## config.mk

```make
export PLATFORM = sky130hd
export DESIGN_NAME = morse_timing_decoder
export DESIGN_NICKNAME = d
export VERILOG_FILES = /design/src/sv/mtd_pkg.sv /design/src/sv/mtd_front.sv /design/src/sv/mtd_fifo.sv /design/src/sv/mtd_back.sv /design/src/sv/morse_timing_decoder.sv
export SDC_FILE = /design/constraint.sdc
export NUM_CORES = 1
export LEC_CHECK = 0
export ABC_AREA = 1
export ABC_CLOCK_PERIOD_IN_PS = 14000
export BUFFER_PORTS_ARGS = -buffer_cell sky130_fd_sc_hd__buf_2
export CORE_UTILIZATION = 60
export DETAILED_ROUTE_END_ITERATION = 10
export GPL_TIMING_DRIVEN = 1
export PLACE_DENSITY = 0.77
export SYNTH_ARGS = -nofsm -noshare
export SYNTH_HDL_FRONTEND = slang
export SYNTH_SLANG_ARGS = --single-unit
export TNS_END_PERCENT = 100
```

## constraint.sdc

```tcl
create_clock -name clk_i -period 14 [get_ports clk_i]
set_clock_uncertainty 0.05 [all_clocks]
set_input_delay 4.2 -clock clk_i [delete_from_list [all_inputs] [get_ports clk_i]]
set_output_delay 4.2 -clock clk_i [all_outputs]
set_load 0.03 [all_outputs]
```

## src/sv/mtd_pkg.sv

```systemverilog
// package for the morse timing decoder: op codes, register indexes,
// timing limits and the letter lookup table; no dependencies
package mtd_pkg;

  localparam int unsigned CFG_IDX_W  = 2;
  localparam int unsigned CFG_DATA_W = 16;

  typedef logic [CFG_IDX_W-1:0] cfg_idx_t;

  localparam cfg_idx_t CFG_RSSI_THRESHOLD   = 2'd0;
  localparam cfg_idx_t CFG_SAMPLE_PERIOD_MS = 2'd1;
  localparam cfg_idx_t CFG_TIMEOUT_MS       = 2'd2;

  localparam logic [7:0]  RESET_RSSI_THRESHOLD   = 8'hA6;
  localparam logic [7:0]  RESET_SAMPLE_PERIOD_MS = 8'd5;
  localparam logic [15:0] RESET_TIMEOUT_MS       = 16'd700;

  // duration windows, exclusive bounds in ms
  localparam logic [15:0] DOT_LO    = 16'd29;
  localparam logic [15:0] DOT_HI    = 16'd91;
  localparam logic [15:0] DASH_LO   = 16'd149;
  localparam logic [15:0] DASH_HI   = 16'd211;
  localparam logic [15:0] LETTER_HI = 16'd271;
  localparam logic [15:0] WORD1_LO  = 16'd389;
  localparam logic [15:0] WORD1_HI  = 16'd451;
  localparam logic [15:0] WORD2_LO  = 16'd569;
  localparam logic [15:0] WORD2_HI  = 16'd691;

  localparam int unsigned QUEUE_DEPTH = 4;

  typedef enum logic [2:0] {
    OP_SHIFT0,
    OP_SHIFT1,
    OP_SHIFT3,
    OP_END,
    OP_END_SPACE,
    OP_CLEAR,
    OP_TIMEOUT
  } op_e;

  typedef struct packed {
    logic     we;
    cfg_idx_t idx;
    logic [CFG_DATA_W-1:0] data;
  } cfg_wr_t;

  localparam int unsigned NUM_CODES  = 36;
  localparam logic [6:0]  CHAR_SPACE = 7'h20;

  localparam logic [31:0] CODE_PATTERN [NUM_CODES] = '{
    32'h17, 32'h1D5, 32'h75D, 32'h75, 32'h01, 32'h15D, 32'h1DD, 32'h55, 32'h05,
    32'h1777, 32'h1D7, 32'h175, 32'h77, 32'h1D, 32'h777, 32'h5DD, 32'h1DD7, 32'h5D,
    32'h15, 32'h07, 32'h57, 32'h157, 32'h177, 32'h757, 32'h1D77, 32'h775,
    32'h17777, 32'h5777, 32'h1577, 32'h557, 32'h155, 32'h755, 32'h1DD5, 32'h7775,
    32'h1DDDD, 32'h77777
  };

  localparam logic [6:0] CODE_CHAR [NUM_CODES] = '{
    7'h41, 7'h42, 7'h43, 7'h44, 7'h45, 7'h46, 7'h47, 7'h48, 7'h49,
    7'h4A, 7'h4B, 7'h4C, 7'h4D, 7'h4E, 7'h4F, 7'h50, 7'h51, 7'h52,
    7'h53, 7'h54, 7'h55, 7'h56, 7'h57, 7'h58, 7'h59, 7'h5A,
    7'h31, 7'h32, 7'h33, 7'h34, 7'h35, 7'h36, 7'h37, 7'h38,
    7'h39, 7'h30
  };

  function automatic logic [6:0] lookup_char(input logic [31:0] pattern);
    logic [6:0] c;
    c = 7'd0;
    for (int i = 0; i < NUM_CODES; i++) begin
      if (pattern == CODE_PATTERN[i]) c = CODE_CHAR[i];
    end
    return c;
  endfunction

endpackage

```

## src/sv/mtd_front.sv

```systemverilog
// front end: config registers, carrier detect, stretch timing and
// classification into ops; depends on mtd_pkg
module mtd_front (
  input  logic            clk_i,
  input  logic            rst_ni,
  input  mtd_pkg::cfg_wr_t cfg_i,
  input  logic            sample_valid_i,
  output logic            sample_ready_o,
  input  logic [7:0]      sample_rssi_i,
  input  logic            queue_full_i,
  output logic            push_o,
  output mtd_pkg::op_e    push_op_o
);
  import mtd_pkg::*;

  logic [7:0]  thr_q, period_q;
  logic [15:0] timeout_q;
  logic        was_on_q, was_on_d;
  logic [15:0] elapsed_q, elapsed_d;
  logic [16:0] sum;
  logic [15:0] dur;
  logic        on, fire;

  always_ff @(posedge clk_i or negedge rst_ni) begin
    if (!rst_ni) begin
      thr_q     <= RESET_RSSI_THRESHOLD;
      period_q  <= RESET_SAMPLE_PERIOD_MS;
      timeout_q <= RESET_TIMEOUT_MS;
    end else if (cfg_i.we) begin
      unique case (cfg_i.idx)
        CFG_RSSI_THRESHOLD:   thr_q     <= cfg_i.data[7:0];
        CFG_SAMPLE_PERIOD_MS: period_q  <= cfg_i.data[7:0];
        CFG_TIMEOUT_MS:       timeout_q <= cfg_i.data[15:0];
        default: ;
      endcase
    end
  end

  assign sample_ready_o = !queue_full_i;
  assign fire = sample_valid_i && sample_ready_o;
  assign on   = $signed(sample_rssi_i) > $signed(thr_q);
  assign sum  = {1'b0, elapsed_q} + {9'd0, period_q};
  assign dur  = sum[16] ? 16'hFFFF : sum[15:0];

  always_comb begin
    was_on_d  = was_on_q;
    elapsed_d = elapsed_q;
    push_o    = 1'b0;
    push_op_o = OP_CLEAR;
    if (fire) begin
      was_on_d  = on;
      elapsed_d = dur;
      if (on && !was_on_q) begin
        elapsed_d = 16'd0;
        push_o    = 1'b1;
        if (dur > DOT_LO && dur < DOT_HI) push_op_o = OP_SHIFT0;
        else if (dur > DASH_LO && dur < LETTER_HI) push_op_o = OP_END;
        else if ((dur > WORD1_LO && dur < WORD1_HI) || (dur > WORD2_LO && dur < WORD2_HI))
          push_op_o = OP_END_SPACE;
        else push_op_o = OP_CLEAR;
      end else if (!on && was_on_q) begin
        elapsed_d = 16'd0;
        push_o    = 1'b1;
        if (dur > DOT_LO && dur < DOT_HI) push_op_o = OP_SHIFT1;
        else if (dur > DASH_LO && dur < DASH_HI) push_op_o = OP_SHIFT3;
        else push_op_o = OP_CLEAR;
      end else if (!on && dur > timeout_q) begin
        push_o    = 1'b1;
        push_op_o = OP_TIMEOUT;
      end
    end
  end

  always_ff @(posedge clk_i or negedge rst_ni) begin
    if (!rst_ni) begin
      was_on_q  <= 1'b0;
      elapsed_q <= 16'd0;
    end else begin
      was_on_q  <= was_on_d;
      elapsed_q <= elapsed_d;
    end
  end

endmodule

```

## src/sv/mtd_fifo.sv

```systemverilog
// short op queue between front and back end
// depends on mtd_pkg for the op type and depth
module mtd_fifo (
  input  logic         clk_i,
  input  logic         rst_ni,
  input  logic         push_i,
  input  mtd_pkg::op_e data_i,
  output logic         full_o,
  input  logic         pop_i,
  output mtd_pkg::op_e data_o,
  output logic         empty_o
);
  import mtd_pkg::*;

  localparam int unsigned PW = $clog2(QUEUE_DEPTH);
  localparam int unsigned CW = $clog2(QUEUE_DEPTH + 1);

  op_e           entries_q [QUEUE_DEPTH];
  logic [PW-1:0] wptr_q, rptr_q;
  logic [CW-1:0] count_q;
  logic          do_push, do_pop;

  assign full_o  = (count_q == CW'(QUEUE_DEPTH));
  assign empty_o = (count_q == '0);
  assign do_push = push_i && !full_o;
  assign do_pop  = pop_i && !empty_o;
  assign data_o  = entries_q[rptr_q];

  always_ff @(posedge clk_i) begin
    if (do_push) entries_q[wptr_q] <= data_i;
  end

  always_ff @(posedge clk_i or negedge rst_ni) begin
    if (!rst_ni) begin
      wptr_q  <= '0;
      rptr_q  <= '0;
      count_q <= '0;
    end else begin
      if (do_push) wptr_q <= (wptr_q == PW'(QUEUE_DEPTH - 1)) ? '0 : wptr_q + 1'b1;
      if (do_pop)  rptr_q <= (rptr_q == PW'(QUEUE_DEPTH - 1)) ? '0 : rptr_q + 1'b1;
      if (do_push && !do_pop) count_q <= count_q + 1'b1;
      else if (do_pop && !do_push) count_q <= count_q - 1'b1;
    end
  end

endmodule

```

## src/sv/mtd_back.sv

```systemverilog
// back end: symbol shift register, letter lookup, frame store and
// frame emission through an output register; depends on mtd_pkg
module mtd_back #(
  parameter int unsigned FRAME_DEPTH  = 64,
  parameter int unsigned MAX_ELEMENTS = 20
) (
  input  logic         clk_i,
  input  logic         rst_ni,
  input  logic         op_valid_i,
  input  mtd_pkg::op_e op_i,
  output logic         pop_o,
  output logic         out_valid_o,
  input  logic         out_ready_i,
  output logic [6:0]   out_char_o,
  output logic         out_last_o
);
  import mtd_pkg::*;

  localparam int unsigned AW = (FRAME_DEPTH > 1) ? $clog2(FRAME_DEPTH) : 1;
  localparam int unsigned LW = $clog2(FRAME_DEPTH + 1);
  localparam int unsigned CW = $clog2(MAX_ELEMENTS + 1);

  localparam logic [1:0] ST_IDLE      = 2'd0;
  localparam logic [1:0] ST_SPACE     = 2'd1;
  localparam logic [1:0] ST_EMIT_RD   = 2'd2;
  localparam logic [1:0] ST_EMIT_WAIT = 2'd3;

  logic [1:0]    state_q, state_d;
  logic [31:0]   sym_q, sym_d;
  logic [CW-1:0] cnt_q, cnt_d;
  logic [LW-1:0] len_q, len_d;
  logic [LW-1:0] idx_q, idx_d;
  logic          room, we, rd_en, load;
  logic [AW-1:0] waddr;
  logic [6:0]    wdata;
  logic [6:0]    mem_q [FRAME_DEPTH];
  logic [6:0]    rdata_q;
  logic          out_valid_q;
  logic [6:0]    out_char_q;
  logic          out_last_q;
  logic          is_last;

  function automatic logic [CW-1:0] count_inc(input logic [CW-1:0] c);
    logic [CW:0] n;
    n = {1'b0, c} + 1'b1;
    return (n > (CW + 1)'(MAX_ELEMENTS)) ? '0 : n[CW-1:0];
  endfunction

  assign room    = (len_q < LW'(FRAME_DEPTH));
  assign waddr   = len_q[AW-1:0];
  assign is_last = ((idx_q + 1'b1) >= len_q);

  always_comb begin
    state_d = state_q;
    sym_d   = sym_q;
    cnt_d   = cnt_q;
    len_d   = len_q;
    idx_d   = idx_q;
    pop_o   = 1'b0;
    we      = 1'b0;
    wdata   = lookup_char(sym_q);
    rd_en   = 1'b0;
    load    = 1'b0;
    unique case (state_q)
      ST_IDLE: begin
        if (op_valid_i) begin
          pop_o = 1'b1;
          case (op_i)
            OP_SHIFT0: begin
              sym_d = {sym_q[30:0], 1'b0};
              cnt_d = count_inc(cnt_q);
            end
            OP_SHIFT1: begin
              sym_d = {sym_q[30:0], 1'b1};
              cnt_d = count_inc(cnt_q);
            end
            OP_SHIFT3: begin
              sym_d = {sym_q[28:0], 3'b111};
              cnt_d = count_inc(count_inc(count_inc(cnt_q)));
            end
            OP_END, OP_END_SPACE: begin
              we    = room;
              len_d = room ? len_q + 1'b1 : len_q;
              sym_d = '0;
              cnt_d = '0;
              if (op_i == OP_END_SPACE) state_d = ST_SPACE;
            end
            OP_TIMEOUT: begin
              if (cnt_q != '0) begin
                we      = room;
                len_d   = room ? len_q + 1'b1 : len_q;
                sym_d   = '0;
                cnt_d   = '0;
                idx_d   = '0;
                state_d = ST_EMIT_RD;
              end
            end
            default: begin
              sym_d = '0;
              cnt_d = '0;
              len_d = '0;
            end
          endcase
        end
      end
      ST_SPACE: begin
        wdata   = CHAR_SPACE;
        we      = room;
        len_d   = room ? len_q + 1'b1 : len_q;
        state_d = ST_IDLE;
      end
      ST_EMIT_RD: begin
        rd_en   = 1'b1;
        state_d = ST_EMIT_WAIT;
      end
      ST_EMIT_WAIT: begin
        if (!out_valid_q || out_ready_i) begin
          load = 1'b1;
          if (is_last) begin
            len_d   = '0;
            state_d = ST_IDLE;
          end else begin
            idx_d   = idx_q + 1'b1;
            state_d = ST_EMIT_RD;
          end
        end
      end
      default: state_d = ST_IDLE;
    endcase
  end

  always_ff @(posedge clk_i) begin
    if (we) mem_q[waddr] <= wdata;
    if (rd_en) rdata_q <= mem_q[idx_q[AW-1:0]];
  end

  always_ff @(posedge clk_i or negedge rst_ni) begin
    if (!rst_ni) begin
      state_q     <= ST_IDLE;
      sym_q       <= '0;
      cnt_q       <= '0;
      len_q       <= '0;
      idx_q       <= '0;
      out_valid_q <= 1'b0;
    end else begin
      state_q <= state_d;
      sym_q   <= sym_d;
      cnt_q   <= cnt_d;
      len_q   <= len_d;
      idx_q   <= idx_d;
      if (load) out_valid_q <= 1'b1;
      else if (out_ready_i) out_valid_q <= 1'b0;
    end
  end

  always_ff @(posedge clk_i) begin
    if (load) begin
      out_char_q <= rdata_q;
      out_last_q <= is_last;
    end
  end

  assign out_valid_o = out_valid_q;
  assign out_char_o  = out_char_q;
  assign out_last_o  = out_last_q;

  a_len_bound: assert property (@(posedge clk_i) disable iff (!rst_ni)
    len_q <= LW'(FRAME_DEPTH))
    else $error("frame length beyond store depth");

  a_cnt_bound: assert property (@(posedge clk_i) disable iff (!rst_ni)
    cnt_q <= CW'(MAX_ELEMENTS))
    else $error("element count beyond wrap limit");

  a_emit_idx: assert property (@(posedge clk_i) disable iff (!rst_ni)
    (state_q == ST_EMIT_RD) |-> (idx_q < len_q))
    else $error("emission reads past frame end");

  a_no_pop_busy: assert property (@(posedge clk_i) disable iff (!rst_ni)
    (state_q != ST_IDLE) |-> !pop_o)
    else $error("op taken while back end busy");

endmodule

```

## src/sv/morse_timing_decoder.sv

```systemverilog
// top level of the morse timing decoder: front end, op queue, back end
// depends on mtd_pkg, mtd_front, mtd_fifo and mtd_back
//
// One 8-bit signed rssi sample is taken per cycle while the four-entry op
// queue has room; the front end times on and off stretches and queues one op
// per edge or timeout sample. The back end retires a queued op only while idle;
// a letter end with space then stores the space character in ST_SPACE. A
// timeout with pending elements emits the whole frame, each character passing
// through the registered frame store read into the output register; the output
// side may stall freely; ops then queue until the op queue fills and stalls samples.
module morse_timing_decoder #(
  parameter int unsigned FRAME_DEPTH  = 64,
  parameter int unsigned MAX_ELEMENTS = 20
) (
  input  logic                 clk_i,
  input  logic                 rst_ni,
  input  logic                 cfg_we_i,
  input  mtd_pkg::cfg_idx_t    cfg_idx_i,
  input  logic [15:0]          cfg_data_i,
  input  logic                 s_axis_tvalid,
  output logic                 s_axis_tready,
  input  logic [7:0]           s_axis_tdata,   // [7:0] rssi
  output logic                 m_axis_tvalid,
  input  logic                 m_axis_tready,
  output logic [7:0]           m_axis_tdata,   // [6:0] char_code, [7] zero
  output logic                 m_axis_tlast
);
  import mtd_pkg::*;

  cfg_wr_t    cfg;
  logic       q_full, q_empty, q_push, q_pop;
  op_e        q_in, q_out;
  logic [6:0] out_char;

  assign cfg.we   = cfg_we_i;
  assign cfg.idx  = cfg_idx_i;
  assign cfg.data = cfg_data_i;

  mtd_front u_front (
    .clk_i          (clk_i),
    .rst_ni         (rst_ni),
    .cfg_i          (cfg),
    .sample_valid_i (s_axis_tvalid),
    .sample_ready_o (s_axis_tready),
    .sample_rssi_i  (s_axis_tdata),
    .queue_full_i   (q_full),
    .push_o         (q_push),
    .push_op_o      (q_in)
  );

  mtd_fifo u_fifo (
    .clk_i   (clk_i),
    .rst_ni  (rst_ni),
    .push_i  (q_push),
    .data_i  (q_in),
    .full_o  (q_full),
    .pop_i   (q_pop),
    .data_o  (q_out),
    .empty_o (q_empty)
  );

  mtd_back #(
    .FRAME_DEPTH  (FRAME_DEPTH),
    .MAX_ELEMENTS (MAX_ELEMENTS)
  ) u_back (
    .clk_i       (clk_i),
    .rst_ni      (rst_ni),
    .op_valid_i  (!q_empty),
    .op_i        (q_out),
    .pop_o       (q_pop),
    .out_valid_o (m_axis_tvalid),
    .out_ready_i (m_axis_tready),
    .out_char_o  (out_char),
    .out_last_o  (m_axis_tlast)
  );

  assign m_axis_tdata = {1'b0, out_char};

endmodule
```

# Word level (Yosys, flattened, before mapping)
# Memories as Yosys holds them, arrays and structs flattened. A register that Yosys moved wholly into a read port is not among the register bits.
# Index checks and enable logic that the tools add are counted.
# totals
regBits	118
mem_bits_rw	460
inputBits	31
out_inout_bits	11
word_cells	245
mem_count	2
# classes
add_sub_neg	10
order_cmp	16
n_eq_ne	60
n_mux	99
n_bitwise	1
reduce_logical	41
# memory_table
name	depth	width	read_ports	rd_clocked_by_memory_dff	wr	line_no	rtl
u_back.mem_q	64	7	1	1	1	mtd_back.sv:36	logic [6:0] mem_q [FRAME_DEPTH];
u_fifo.entries_q	4	3	1	0	1	mtd_fifo.sv:18	op_e entries_q [QUEUE_DEPTH];
# op_table
operator	count
7-bit 2-to-1 mux	47
32-bit by 9-bit equality test with 1-bit output, second input constant	8
32-bit by 11-bit equality test with 1-bit output, second input constant	7
32-bit by 13-bit equality test with 1-bit output, second input constant	5
32-bit by 7-bit equality test with 1-bit output, second input constant	5
32-bit one-hot mux with 4 select lines	1
32-bit by 5-bit equality test with 1-bit output, second input constant	3
32-bit by 15-bit equality test with 1-bit output, second input constant	2
32-bit by 17-bit equality test with 1-bit output, second input constant	2
32-bit by 3-bit equality test with 1-bit output, second input constant	2
16-bit 2-to-1 mux	3
7-bit one-hot mux with 3 select lines	2
32-bit by 1-bit equality test with 1-bit output, second input constant	1
32-bit by 19-bit equality test with 1-bit output, second input constant	1
16-bit by 9-bit < comparator with 1-bit output, second input constant	2
32-bit 2-to-1 mux	1
3-bit 2-to-1 mux	9
5-bit 2-to-1 mux	4
5-bit by 1-bit adder with 6-bit output, second input constant	3
6-bit by 5-bit greater-than comparator with 1-bit output, second input constant	3
1-bit 2-to-1 mux	18
16-bit by 8-bit adder with 17-bit output	1
16-bit by 10-bit greater-than comparator with 1-bit output, second input constant	1
16-bit greater-than comparator	1
other kinds (43)	95

# Longest topological paths before layout
# depth
ltp_word	38
mapped_depth	29
ltp_nobuf	29

# Cells and area by module
# From an unflattened synthesis, not the netlist that was laid out.
# unflattened
cells_unflattened	2582
area_unflattened_um2	26860.8
# modules_own_cells
module	n_inst	cells_per_inst	area_per_inst_um2
mtd_back	1	1931	22067.4
mtd_front	1	553	3828.7
mtd_fifo	1	95	949.7
morse_timing_decoder	1	3	15.0

# Worst setup path after synthesis
# OpenSTA, ideal clock, no wires.
# synth_path
path_type	input to register
from	input port s_axis_tdata[1]
to	register u_fifo.count_q[1]
arrival_time_ns	6.529
required_ns	13.825
setup_slack_ns	7.297
stages	19
path_cell_list	ha_1 -> inv_1 -> o21bai_1 -> a21oi_1 -> nor2_1 -> o21ai_0 -> o211ai_1 -> nand2_1 -> o21ai_0 -> nand2_1 -> inv_1 -> nand2_1 -> nand2_1 -> nand2_1 -> inv_1 -> ha_1 -> inv_1 -> fa_1 -> mux2_2
# synth_between
elab_chain_cells	11
word_cells_on_any_way	15
cone_classes	order compare: 1; mux: 5; reduce/logical: 9
# synth_rtl
item	line_no	rtl
from (decl)	morse_timing_decoder.sv:22	input logic [7:0] s_axis_tdata,
8-bit greater-than comparator (*)	mtd_front.sv:41	assign on = $signed(sample_rssi_i) > $signed(thr_q);
1-bit logical NOT	mtd_front.sv:61, mtd_front.sv:67	
1-bit logical AND	mtd_front.sv:67	end else if (!on && dur > timeout_q) begin
1-bit 2-to-1 mux	mtd_front.sv:67	
1-bit 2-to-1 mux	mtd_front.sv:61	end else if (!on && was_on_q) begin
1-bit 2-to-1 mux (*)	mtd_front.sv:53	if (on && !was_on_q) begin
1-bit 2-to-1 mux (*)	mtd_front.sv:50	if (fire) begin
1-bit logical AND (*)	mtd_fifo.sv:25	assign do_push = push_i && !full_o;
net u_fifo.do_push	mtd_fifo.sv:21	logic do_push, do_pop;
1-bit logical NOT	mtd_fifo.sv:42	else if (do_pop && !do_push) count_q <= count_q - 1'b1;
1-bit logical AND	mtd_fifo.sv:42	
2-bit nonzero test (no line)	--	
to (signal assigned)	mtd_fifo.sv:41	if (do_push && !do_pop) count_q <= count_q + 1'b1;
to (signal assigned)	mtd_fifo.sv:42	
to (decl)	mtd_fifo.sv:20	logic [CW-1:0] count_q;
# Mark *: on every way through the listed nets, which the timed path passes. The rest lies on a longest branch.
# A chain may end at the register's enable or synchronous reset.

# Worst setup path after layout
# Same ends and word-level chain as after synthesis.

==> reports/qor.txt <==
Syn_nets - 2625
RSZ-0062 raised after global routing - no
Status - finished clean
Async SR Flop Fraction - 18.80%
# hold bufs at CTS - 0
CTS Buf Count - 56
Most used DFF post-synth - edfxtp_1
Share of Yosys cell area claimed by the top area cell type - 53.48%
Die Ht - 212.8 µm
Critical path destination - u_fifo.count_q[1]
Row cnt - 76
Final min period - 6.587 ns
Slew headroom - 15.55%
NetSw - 2.280 mW
CTS tree - done
Logic pwr share - 34.8%
Switching Fraction - 38.52%
Pleak - 11.02 nW
Placed instance count - 3059
ANT nets after route - 0
Most common cell after layout, fill and taps aside - edfxtp_1
Global route overflow - 0
DRC errors left - 0
Clock root buffer - clkbuf_16
Final Wtd Congestion - 0.9160
Unique masters post-synth - 58
Ys Warns - 0
Reg-to-reg slack, setup - 9.20 ns
Post-Syn Instances - 2538
VDD IR max - 0.1646 mV
Most used cell, CP - nand2_1
Total number of vias - 19470
NumNets Final - 2619
Crit-path max FO - 6
Setup crit start - s_axis_tdata[1]
Worst Tran Pin Value - 1.257 ns
Pin count of the biggest net entering global routing - 97
Area leader, netlist - edfxtp_1
Setup Fix Bufs, Post-CTS - 0
Register-to-Register Path Depth - 26
Fraction of layout cells with a size suffix above 1 - 9.116%
Startpoint Class - primary input
Clock latency on the worst-skew pair - 0.61 ns
Fillers - 3274
Worst path required time - 14.44 ns
Worst Hold Class - flop to flop
CTS Buffer Depth - 3
Pre-antenna DRT Iters - 6
Final core area utilization - 67.24%
DR WL/cell - 20.44 µm
Die Area - 45300 µm²
CP Capture Type - flop
Non-Filler Instances - 3164
Clock Sinks - 585
CP Class - primary input to flop
Period utilisation layout - 47.05%
CP arrival - 7.02 ns
Initial antenna violation count - 1
DR iter-0 viols - 2014
PD cells - 202.6 nW/µm²
Number of buffers added on ports - 40
Layout area overhead - 9.561%
Maxcap violations - 0
CTS clk-pin slew, worst paths - 0.06 ns
Io pins - 42
Crit path largest cell delay - 0.43 ns
Synthesized cell area - 26670 µm²
Register bit count reported by yosys - 585
Number of global-route vias before repair - 18900
Reg-to-Reg End - u_fifo.count_q[1]
Fmax - 151.8 MHz
Post_cts resized - 0
Die width - 212.8 µm
Core area - 43460 µm²
Crit-path slowest cell - fa_1
Synth area leaders - edfxtp_1, dfrtp_1, o21ai_0, nor2_1, o22ai_1
Int Pwr - 3.639 mW
Clk pwr share - 26.8%
Final Hold Viols - 0
Reg2reg start - u_front.elapsed_q[0]
EDFF count, synth - 475
First-pass GRT wire length - 101900 µm
Max Slew Vio Count - 0
Routed Wire Length - 64680 µm
Post-DP HPWL - 39480 µm
Final Setup Violations - 0
Sequential fraction of the synthesis area - 63.86%
GRT Util Overall - 29.24%
Final TNS setup - 0 ns
Syn_area_per_cell - 10.51 µm²
H-tree depth - 2
Most frequent cells in the layout - edfxtp_1, nor2_1, o21ai_0, nand2_1, inv_1
Critical path, cell by cell - buf_2 -> ha_1 -> inv_1 -> o21bai_1 -> a21oi_1 -> nor2_1 -> o21ai_0 -> o211ai_1 -> nand2_1 -> o21ai_0 -> nand2_1 -> inv_1 -> nand2_1 -> nand2_1 -> nand2_1 -> inv_1 -> ha_1 -> inv_1 -> fa_1 -> mux2_2
DR vias/cell - 6.155
Sequential fraction of design power - 38.5%
Initial core utilization - 61.37%
power by group through the flow:
| stage | registers, mW | clock network [mW] | logic [mW] |
|---|---|---|---|
| floorplan | 2.26 | 0 | 1.44 |
| global placement | 2.30 | 0 | 1.95 |
| detailed placement | 2.31 | 0 | 2.01 |
| CTS | 2.27 | 1.60 | 2.02 |
| global route | 2.29 | 1.66 | 2.26 |
| finish | 2.28 | 1.58 | 2.06 |
worst min-delay path by stage:
| stage | start | end | slack (ns) | cells after the start |
|---|---|---|---|---|
| finish | u_back.rdata_q[1] | u_back.out_char_o[1] | 0.38 | 0 |
| global route | u_back.rdata_q[1] | u_back.out_char_o[1] | 0.39 | 0 |
| CTS | u_back.rdata_q[1] | u_back.out_char_o[1] | 0.38 | 0 |
| detailed placement | u_back.rdata_q[1] | u_back.out_char_o[1] | 0.37 | 0 |
| global placement | u_back.rdata_q[3] | u_back.out_char_o[3] | 0.36 | 0 |
| floorplan | u_back.rdata_q[0] | u_back.out_char_o[0] | 0.35 | 0 |
per-layer routing:
metal  part of all wire [%]  wire [µm]  GRT usage (%)  vias to the layer above
li1                       -          -              -                     8986
met4                    3.7       2365          11.49                        0
met1                     40      25610          39.10                     9314
met5                      0          0              0                        -
met2                     48      30940          47.73                     1002
met3                    8.9       5768          5.207                      171
logic make-up after synthesis:
kind of cell / after synthesis / share of synthesized area, %
muxes: 1 / 0.04222
adders and majority gates: 56 / 2.684
AOI/OAI and AO/OA: 648 / 13.54
other: 1 / 0.01406
xor gates and xnor gates: 17 / 0.6146
and+or+nand+nor: 911 / 14.60
buffers and inverters: 319 / 4.635
DFF: 585 / 63.86
flip-flops by register name (all words and copies together) (netlist names), 5 cells and up:
name / cells
u_back.mem_q: 448
u_back.cnt_q: 5
u_back.len_q: 7
u_front.thr_q: 8
u_fifo.entries_q: 12
u_front.elapsed_q: 16
u_back.rdata_q: 7
u_front.timeout_q: 16
u_back.sym_q: 32
u_back.out_char_o: 7
u_front.period_q: 8
u_back.idx_q: 7
critical path: cells and delay by family:
family                   cells  cell delay [ns]
multiplexers                 1             0.27
buffers and inverters        5             0.45
AO/OA/AOI/OAI                5             0.53
adder cells (fa/ha/maj)      3             0.92
AND/OR/NAND/NOR              6             0.63
area by class of cell:
cell class	count	area (µm²)	area share, %
Clock buffer	67	1453	4.972
Multi-Input combinational cell	1634	8442	28.89
Clock inverter	37	467.9	1.602
Timing Repair Buffer	58	337.8	1.156
Tap cell	585	732.0	2.505
Antenna cell	1	2.502	0.008564
Inverter	197	747.0	2.556
Sequential cell	585	17040	58.31
through the flow:
step	power (mW)	cell area (µm²)	setup WS, ns	hold slack [ns]
finish	5.920	29220	7.413	0.3755
global route	6.212	29220	7.099	0.3911
CTS	5.893	29220	7.436	0.3800
detailed placement	4.315	27300	6.820	0.3653
global placement	4.247	27300	6.876	0.3577
floorplan	3.696	26670	7.297	0.3503
synth_stat cells, drive strengths merged (12+ instances only):
library cell / n
nor2: 479
edfxtp: 475
o21ai: 398
nand2: 269
inv: 193
o22ai: 165
clkbuf: 101
dfrtp: 98
nand3: 75
ha: 54
a21oi: 43
nand4: 38
nor3: 35
buf: 21
xor2: 15
a22oi: 13
dfstp: 12
No activity file was read; power rests on OpenSTA's default activity.
